### src/rtl/fpt64_pkg.sv
// Package for the 64-bit Fermat probable-prime tester.
// Holds the operand widths and the fixed table of Fermat bases; depends on nothing.
`default_nettype none

package fpt64_pkg;

    localparam int CAND_WIDTH = 64;
    localparam int NUM_WIDTH  = 64;
    localparam int NUM_BASES  = 4;
    localparam int BASE_IDX_W = $clog2(NUM_BASES);

    typedef logic [NUM_WIDTH-1:0]  t_num;
    typedef logic [NUM_WIDTH:0]    t_wide;
    typedef logic [BASE_IDX_W-1:0] t_base_idx;

    function automatic t_num fpt64_base(input t_base_idx idx);
        logic [3:0] b;
        case (idx)
            2'd0:    b = 4'd2;
            2'd1:    b = 4'd3;
            2'd2:    b = 4'd7;
            default: b = 4'd11;
        endcase
        return t_num'(b);
    endfunction

endpackage

`default_nettype wire

### src/rtl/fermat_prime_test_64_top.sv
// Per base: the base is loaded and reduced below the candidate by repeated subtraction, then the
// bits of candidate-1 are walked from the lowest, where each bit adds a modular squaring and a
// set bit a multiply too, each by shift-and-add: a doubling per bit of its multiplier and an add
// per set bit. A failing base ends early. The verdict is held in a result register.
// Throughput: one request at a time, set by the shared modular adder; a new request is taken while
// the previous result waits. Reset (synchronous, active low) idles the sequencer, drops o_valid.
`default_nettype none

module fermat_prime_test_64_top
    import fpt64_pkg::*;
(
    input  wire logic                  i_clk,
    input  wire logic                  i_rst_n,
    input  wire logic                  i_valid,
    output logic                       o_ready,
    input  wire logic [CAND_WIDTH-1:0] i_candidate,
    output logic                       o_valid,
    input  wire logic                  i_ready,
    output logic                       o_is_probable_prime
);

    typedef enum logic [2:0] {
        S_IDLE,
        S_LOAD,
        S_REDUCE,
        S_POW,
        S_MUL,
        S_CHECK,
        S_DONE
    } t_state;

    t_state    r_state;
    t_num      r_n;
    t_num      r_e;
    t_num      r_b;
    t_num      r_r;
    t_num      r_x;
    t_num      r_y;
    t_num      r_acc;
    logic      r_dst_r;
    logic      r_add_done;
    t_base_idx r_idx;
    logic      r_pass;
    logic      r_out_valid;
    logic      r_result;

    t_num  w_ua;
    t_num  w_ub;
    t_wide w_sum;
    t_wide w_diff;
    logic  w_ge;
    t_num  w_res;
    logic  w_do_add;

    assign w_do_add = r_y[0] && !r_add_done;

    always_comb begin
        if (r_state == S_REDUCE) begin
            w_ua = r_b;
            w_ub = '0;
        end else if (w_do_add) begin
            w_ua = r_acc;
            w_ub = r_x;
        end else begin
            w_ua = r_x;
            w_ub = r_x;
        end
    end

    assign w_sum  = {1'b0, w_ua} + {1'b0, w_ub};
    assign w_diff = w_sum - {1'b0, r_n};
    assign w_ge   = (w_sum >= {1'b0, r_n});
    assign w_res  = w_ge ? w_diff[NUM_WIDTH-1:0] : w_sum[NUM_WIDTH-1:0];

    assign o_ready             = (r_state == S_IDLE);
    assign o_valid             = r_out_valid;
    assign o_is_probable_prime = r_result;

    always_ff @(posedge i_clk) begin
        if (!i_rst_n) begin
            r_state     <= S_IDLE;
            r_out_valid <= 1'b0;
            r_idx       <= '0;
            r_pass      <= 1'b0;
            r_dst_r     <= 1'b0;
            r_add_done  <= 1'b0;
        end else begin
            if (r_out_valid && i_ready && r_state != S_DONE) begin
                r_out_valid <= 1'b0;
            end
            case (r_state)
                S_IDLE: begin
                    if (i_valid) begin
                        r_n   <= i_candidate[NUM_WIDTH-1:0];
                        r_idx <= '0;
                        if (i_candidate[NUM_WIDTH-1:1] == '0) begin
                            r_pass  <= 1'b0;
                            r_state <= S_DONE;
                        end else begin
                            r_state <= S_LOAD;
                        end
                    end
                end
                S_LOAD: begin
                    r_b     <= fpt64_base(r_idx);
                    r_e     <= r_n - t_num'(1);
                    r_r     <= t_num'(1);
                    r_state <= S_REDUCE;
                end
                S_REDUCE: begin
                    if (w_ge) begin
                        r_b <= w_res;
                    end else begin
                        r_state <= S_POW;
                    end
                end
                S_POW: begin
                    r_acc      <= '0;
                    r_add_done <= 1'b0;
                    if (r_e == '0) begin
                        r_state <= S_CHECK;
                    end else if (r_e[0]) begin
                        r_x     <= r_r;
                        r_y     <= r_b;
                        r_dst_r <= 1'b1;
                        r_state <= S_MUL;
                    end else begin
                        r_x     <= r_b;
                        r_y     <= r_b;
                        r_dst_r <= 1'b0;
                        r_state <= S_MUL;
                    end
                end
                S_MUL: begin
                    if (r_y == '0) begin
                        r_add_done <= 1'b0;
                        if (r_dst_r) begin
                            r_r     <= r_acc;
                            r_acc   <= '0;
                            r_x     <= r_b;
                            r_y     <= r_b;
                            r_dst_r <= 1'b0;
                        end else begin
                            r_b     <= r_acc;
                            r_e     <= r_e >> 1;
                            r_state <= S_POW;
                        end
                    end else if (w_do_add) begin
                        r_acc      <= w_res;
                        r_add_done <= 1'b1;
                    end else begin
                        r_x        <= w_res;
                        r_y        <= r_y >> 1;
                        r_add_done <= 1'b0;
                    end
                end
                S_CHECK: begin
                    if (r_r != t_num'(1)) begin
                        r_pass  <= 1'b0;
                        r_state <= S_DONE;
                    end else if (r_idx == t_base_idx'(NUM_BASES - 1)) begin
                        r_pass  <= 1'b1;
                        r_state <= S_DONE;
                    end else begin
                        r_idx   <= r_idx + t_base_idx'(1);
                        r_state <= S_LOAD;
                    end
                end
                S_DONE: begin
                    if (!r_out_valid || i_ready) begin
                        r_out_valid <= 1'b1;
                        r_result    <= r_pass;
                        r_state     <= S_IDLE;
                    end
                end
                default: begin
                    r_state <= S_IDLE;
                end
            endcase
        end
    end

endmodule

`default_nettype wire

### config.mk
export PLATFORM = sky130hd
export DESIGN_NAME = fermat_prime_test_64_top
export DESIGN_NICKNAME = d
export VERILOG_FILES = /design/src/rtl/fpt64_pkg.sv /design/src/rtl/fermat_prime_test_64_top.sv
export SDC_FILE = /design/constraint.sdc
export NUM_CORES = 1
export LEC_CHECK = 0
export ABC_CLOCK_PERIOD_IN_PS = 21000
export BUFFER_PORTS_ARGS = -buffer_cell sky130_fd_sc_hd__buf_2
export CAP_MARGIN = 40
export CORE_MARGIN = 5
export CORE_UTILIZATION = 45
export CTS_CLUSTER_DIAMETER = 40
export DETAILED_ROUTE_END_ITERATION = 8
export GPL_ROUTABILITY_DRIVEN = 0
export PLACE_DENSITY = 0.66
export SETUP_SLACK_MARGIN = 0.02
export SLEW_MARGIN = 20
export SYNTH_ARGS = -nofsm -noshare
export SYNTH_HDL_FRONTEND = slang
export SYNTH_SLANG_ARGS = --single-unit
export TNS_END_PERCENT = 20
### constraint.sdc
create_clock -name i_clk -period 21 [get_ports i_clk]
set_input_delay 1.05 -clock i_clk [delete_from_list [all_inputs] [get_ports i_clk]]
set_output_delay 1.05 -clock i_clk [all_outputs]
set_load 0.02 [all_outputs]
## Word-level counts from Yosys, hierarchy flattened

Index checks and enable logic that the tools add are counted.

- Add/sub/neg operators: 4
- Multiplexer cells: 58
- Bitwise operators: 0
- Magnitude comparators: 1
- Multipliers: 0
- Eq/ne operators: 26
- Div/mod/pow operators: 0
- Reduce and logical (&&, ||, !) cells: 26
- Shifts and indexed selects: 0

Operators by type and width:

| kind | count |
|---|---|
| 64-bit 2-to-1 mux | 22 |
| 64-bit case mux with 2 select lines | 5 |
| 64-bit case mux with 3 select lines | 1 |
| 64-bit zero test | 2 |
| 64-bit by 64-bit adder with 65-bit output | 1 |
| 65-bit by 64-bit >= comparator with 1-bit output | 1 |
| 64-bit by 1-bit inequality test with 1-bit output (second input constant) | 1 |
| 64-bit by 1-bit subtractor with 64-bit output (second input constant) | 1 |
| 64-bit subtractor | 1 |
| 63-bit zero test | 1 |
| 3-bit 2-to-1 mux | 8 |
| 3-bit case mux with 7 select lines | 1 |
| 2-bit inequality test (second input constant) | 10 |
| 4-bit AND reduction | 5 |
| 3-bit inequality test (second input constant) | 5 |
| 5-bit AND reduction | 3 |
| 1-bit 2-to-1 mux | 13 |
| 4-bit case mux with 3 select lines | 1 |
| 3-bit equality test (second input constant) | 3 |
| 3-bit AND reduction | 3 |
| 3-bit by 2-bit equality test with 1-bit output (second input constant) | 2 |
| 2-bit 2-to-1 mux | 3 |
| 1-bit case mux with 2 select lines | 3 |
| 2-bit nonzero test | 3 |
| 12 further kinds | 16 |

- Word-level logic and storage cells: 129
- Register bits: 458
- Bits in latches: 0
- Memories: 0
- Output and inout port bits: 3
- Bits in read-only memories: 0
- Bits in writable memories: 0

## Logic depth before layout (Yosys ltp)

- Word-level depth: 10
- Depth in mapped cells: 33
- Mapped depth without buffers: 27

## Least setup slack after synthesis

Ideal clock, no wire load.

- Kind: register to register
- Start: register r_state[1]
- End: register r_b[0], enable pin
- Path buffers: 6
- Data arrival time: 9218 ps
- Cell stages (with the launch flop): 33
- Setup slack: 11294 ps
- Cells stage by stage: dfxtp_1 nor2b_1 nor2b_1 clkbuf_1 clkbuf_1 o21ai_0 ha_1 fa_1 a211o_1 a21oi_1 o31ai_1 o2111ai_2 nand2_1 a41oi_1 o21ai_0 a21boi_0 xnor2_1 ha_1 buf_2 nand2_2 or4_4 nor4_4 nand4_1 a211oi_2 o21ai_1 and4bb_1 a211o_2 buf_6 buf_8 buf_8 a21oi_1 o21a_1 nor2_1

- Longest elaborated chain between the ends: 6

Ends and longest elaborated chain:

| item | line | RTL |
|---|---|---|
| from (decl) | fermat_prime_test_64_top.sv:32 | `t_state r_state;` |
| from (signal assigned) | fermat_prime_test_64_top.sv:81 | `r_state <= S_IDLE;` |
| from (signal assigned) | fermat_prime_test_64_top.sv:98 | `r_state <= S_DONE;` |
| from (signal assigned) | fermat_prime_test_64_top.sv:100 | `r_state <= S_LOAD;` |
| 3-bit by 2-bit equality test with 1-bit output | fermat_prime_test_64_top.sv:58, fermat_prime_test_64_top.sv:91 |  |
| 64-bit 2-to-1 mux | fermat_prime_test_64_top.sv:58 | `if (r_state == S_REDUCE) begin` |
| 64-bit by 64-bit adder with 65-bit output | fermat_prime_test_64_top.sv:70 | `assign w_sum = {1'b0, w_ua} + {1'b0, w_ub};` |
| 65-bit by 64-bit >= comparator with 1-bit output | fermat_prime_test_64_top.sv:72 | `assign w_ge = (w_sum >= {1'b0, r_n});` |
| 2-bit inequality test (no line) | - |  |
| 5-bit AND reduction (no line) * | - |  |
| to (signal assigned) | fermat_prime_test_64_top.sv:105 | `r_b <= fpt64_base(r_idx);` |
| to (signal assigned) | fermat_prime_test_64_top.sv:112 | `r_b <= w_res;` |
| to (signal assigned) | fermat_prime_test_64_top.sv:144 | `r_b <= r_acc;` |
| to (decl) | fermat_prime_test_64_top.sv:35 | `t_num r_b;` |

Every way passes the cells marked *; elsewhere a longest branch is shown, timed or not.
A chain may end at the register's enable or synchronous reset.

## Final worst setup path

- Start: register r_state[1]
- End: register r_x[38], data pin

- Longest elaborated chain between the ends: 8

Ends and longest elaborated chain:

| item | line | RTL |
|---|---|---|
| 3-bit by 2-bit equality test with 1-bit output | fermat_prime_test_64_top.sv:58 |  |
| 64-bit 2-to-1 mux | fermat_prime_test_64_top.sv:58 |  |
| 64-bit by 64-bit adder with 65-bit output | fermat_prime_test_64_top.sv:70 |  |
| 64-bit subtractor / 65-bit by 64-bit >= comparator with 1-bit output (equally long branches) | fermat_prime_test_64_top.sv:71, fermat_prime_test_64_top.sv:72 |  |
| 64-bit 2-to-1 mux | fermat_prime_test_64_top.sv:73 | `assign w_res = w_ge ? w_diff[NUM_WIDTH-1:0] : w_sum[NUM_WIDTH-1:0];` |
| 64-bit 2-to-1 mux | fermat_prime_test_64_top.sv:148 | `end else if (w_do_add) begin` |
| 64-bit 2-to-1 mux | fermat_prime_test_64_top.sv:135 | `if (r_y == '0) begin` |
| 64-bit case mux with 2 select lines * | fermat_prime_test_64_top.sv:91 | `case (r_state)` |
| to (signal assigned) | fermat_prime_test_64_top.sv:128 | `r_x <= r_b;` |
| to (signal assigned) | fermat_prime_test_64_top.sv:140 | `r_x <= r_b;` |
| to (signal assigned) | fermat_prime_test_64_top.sv:152 | `r_x <= w_res;` |
| to (decl) | fermat_prime_test_64_top.sv:37 | `t_num r_x;` |

Every way passes the cells marked *; elsewhere a longest branch is shown, timed or not. The select of a mux whose other input is x is not followed.

==> reports/metrics.csv <==
stage,metric,value,unit
synth,yosysSeqAreaShare,46.7,%
setup_path,cp_slowest_cell,a2111oi_0,
final_layout,area_delta_synth_final,11.8,%
setup_path,end_kind,flip-flop,
synth,synth_area_leaders,"edfxtp_1 (46%), nand2_1 (5.7%), ha_1 (5.6%)",
synth,synth_top_area_cell,edfxtp_1,
synth,ys_top_cells_by_count,"edfxtp_1 (449), nand2_1 (442), o21ai_0 (222)",
synth,async_flop_share,0,%
routing,viasPerCell,6.22,
synth,ys_warn_count,0,
synth,ys_ff_latch,458,
clock_tree,cts_made_buffers,61,
setup_path,cp_data_arrival_time,9790,ps
setup_path,crit_type,reg2reg,
setup_path,start_kind,flip-flop,
final_layout,drive_gt1_share,8.62,%
routing,drc_errors,0,
setup_path,reg2reg_slack,11610,ps
clock_tree,clk_pin_slew,60,ps
final_layout,fin_cells,3930,
placed_design,dp_cells,3811,
clock_tree,postCtsResizedCells,0,
grt,first_global_vias,23300,
grt,grt_use_total,25.3,%
timing,hold_viol_final,0,
clock_tree,clock_latency,660,ps
setup_path,critical_path_buf_inv_count,6,
clock_tree,ctsRootBufferMaster,clkbuf_16,
die,io_pins,71,
timing,post-route-period-util,44.7,%
timing,fin_setup_tns,0,ps
synth,syn_area,0.0293,mm^2
setup_path,worstPathRequired,21410,ps
setup_path,critPathTopFamily,simple AND/OR/NAND/NOR gates,
timing,fin_worst_hold_slack,438,ps
timing,maxSlewHeadroom,40.4,%
synth,synth_cell_type_count,82,
timing,finClkSkew,27.3,ps
job,maxCapViolCount,0,
synth,synthDominantCellAreaShare,46.1,%
timing,finalSetupViolCount,0,
run_status,status,finished clean,
timing,layout_min_cycle_time,9390,ps
routing,drt-wirelength-per-cell,23.6,um
min_path,hp-class,reg2reg,
synth,yosysMostFrequentCell,edfxtp_1,
grt,grt_overflow,0,
timing,rsz0062_at_grt,false,
setup_path,critPathMaxStageDelay,730,ps
timing,slew_viol_final,0,
clock_tree,cts_max_path_buffers,3,
clock_tree,cts_max_level,2,
routing,first_pass_iters,7,
routing,initialDrtViolationCount,3009,
grt,grt_max_degree,92,
clock_tree,cts_setup_buffers,0,
die,core_area,0.0645,mm^2
grt,grt_antenna_before_repair,0,
routing,vias,24400,
final_layout,nets,3225,
setup_path,crit_top_cell,buf_4,
synth,synth_edf_count,449,
grt,grt_pass1_wl,139000,um
synth,syn_inst,2995,
die,start_util,45.4,%
placed_design,port_buffers,70,
routing,routed_wirelength,92800,um
synth,syn_nets,3197,
clock_tree,hold_buffers,0,
synth,synth_flop_cell,edfxtp_1,
timing,max_freq,107,MHz
clock_tree,cts_sinks,458,
placed_design,hpwlAfterDp,68700,um
timing,tightestPinTransition,894,ps
die,core.rowCount,93,
setup_path,cp_max_fo,86,
routing,ant_nets,0,
die,dieArea,0.0702,mm^2
die,die_w,265,um
clock_tree,cts_tree,yes,
die,die_y,265,um
synth,syn_avg_cell_area,9.77,um^2
[placed cells by master, fill, tap and decap left out, types with 45 or more instances in the layout]
| cell | netlist | layout |
|---|---|---|
| a21oi_1 | 176 | 175 |
| nand4_1 | 61 | 61 |
| nor4_1 | 80 | 80 |
| a21o_1 | 65 | 65 |
| nand2_1 | 442 | 442 |
| and2_1 | 147 | 146 |
| xor2_1 | 46 | 46 |
| edfxtp_1 | 449 | 449 |
| buf_2 | 4 | 73 |
| ha_1 | 132 | 132 |
| a221o_1 | 48 | 48 |
| o21bai_1 | 71 | 71 |
| o21ai_0 | 222 | 222 |
| mux2i_1 | 113 | 113 |
| xnor2_1 | 130 | 130 |
| nor2_1 | 167 | 162 |
| inv_1 | 102 | 102 |
| clkbuf_16 | 0 | 61 |
| nor3_1 | 45 | 45 |
[registers in the layout, summed over array words and instances (netlist names), 2 cells and up]
register	cells
r_b	64
r_acc	64
r_x	64
r_y	64
r_state	3
r_r	64
r_e	64
r_n	64
r_idx	2
[final timing paths]
kind	from	endpoint	depth (start not counted)
setup / recovery	r_state[1]	r_x[38]	29
hold / removal	r_pass	o_is_probable_prime	0
setup reg to reg	r_state[1]	r_x[38]	29
hold reg to reg	r_pass	o_is_probable_prime	0
[cell families after synthesis]
logic type	Yosys count	share of synthesized area, %
flip-flops	458	46.7
buffers and inverters	252	3.47
AND/OR/NAND/NOR	1094	18.1
XOR/XNOR	176	5.27
multiplexers	118	4.06
adder cells (fa/ha/maj)	134	5.78
AO/OA/AOI/OAI	763	16.7
[metal layers]
metal	vias to the layer above	wire length [um]	global-route usage, %	part of all wire [%]
met5	-	0	0	0
met3	183	10900	6.60	12
met2	1452	39300	37.5	42
li1	11100	-	-	-
met4	0	4210	9.92	4.5
met1	11700	38400	35.6	41
[worst reg2reg max path: cells and delay by family, from the launching register on]
family | cells | cell delay (ps)
xor gates and xnor gates | 1 | 170
buffers and inverters | 6 | 1900
AOI/OAI and AO/OA | 7 | 2320
and+or+nand+nor | 12 | 2890
adders and majority gates | 2 | 840
DFF | 1 | 580
muxes | 1 | 440
[through the flow]
step	utilization, %	worst slack, ps	area (um^2)
2_1_floorplan	-	11290	29300
3_3_place_gp	47.1	11540	30400
3_5_place_dp	47.4	11480	30600
4_1_cts	50.7	11450	32700
5_1_grt	50.8	11240	32700
6_report	50.8	11610	32700
[cell type report]
cell class | count | area (um^2)
inverter | 102 | 383
sequential | 458 | 13700
clock inverter | 51 | 559
multi-input combinational | 2285 | 14700
antenna | 1 | 2.50
tap | 855 | 1070
clock buffer | 63 | 1530
fill | 5831 | 31700
timing repair buffer | 115 | 821
Power is left out: the tool's default activity adds up to more than one toggle a clock period on the data nets, which glitch-free logic cannot reach.
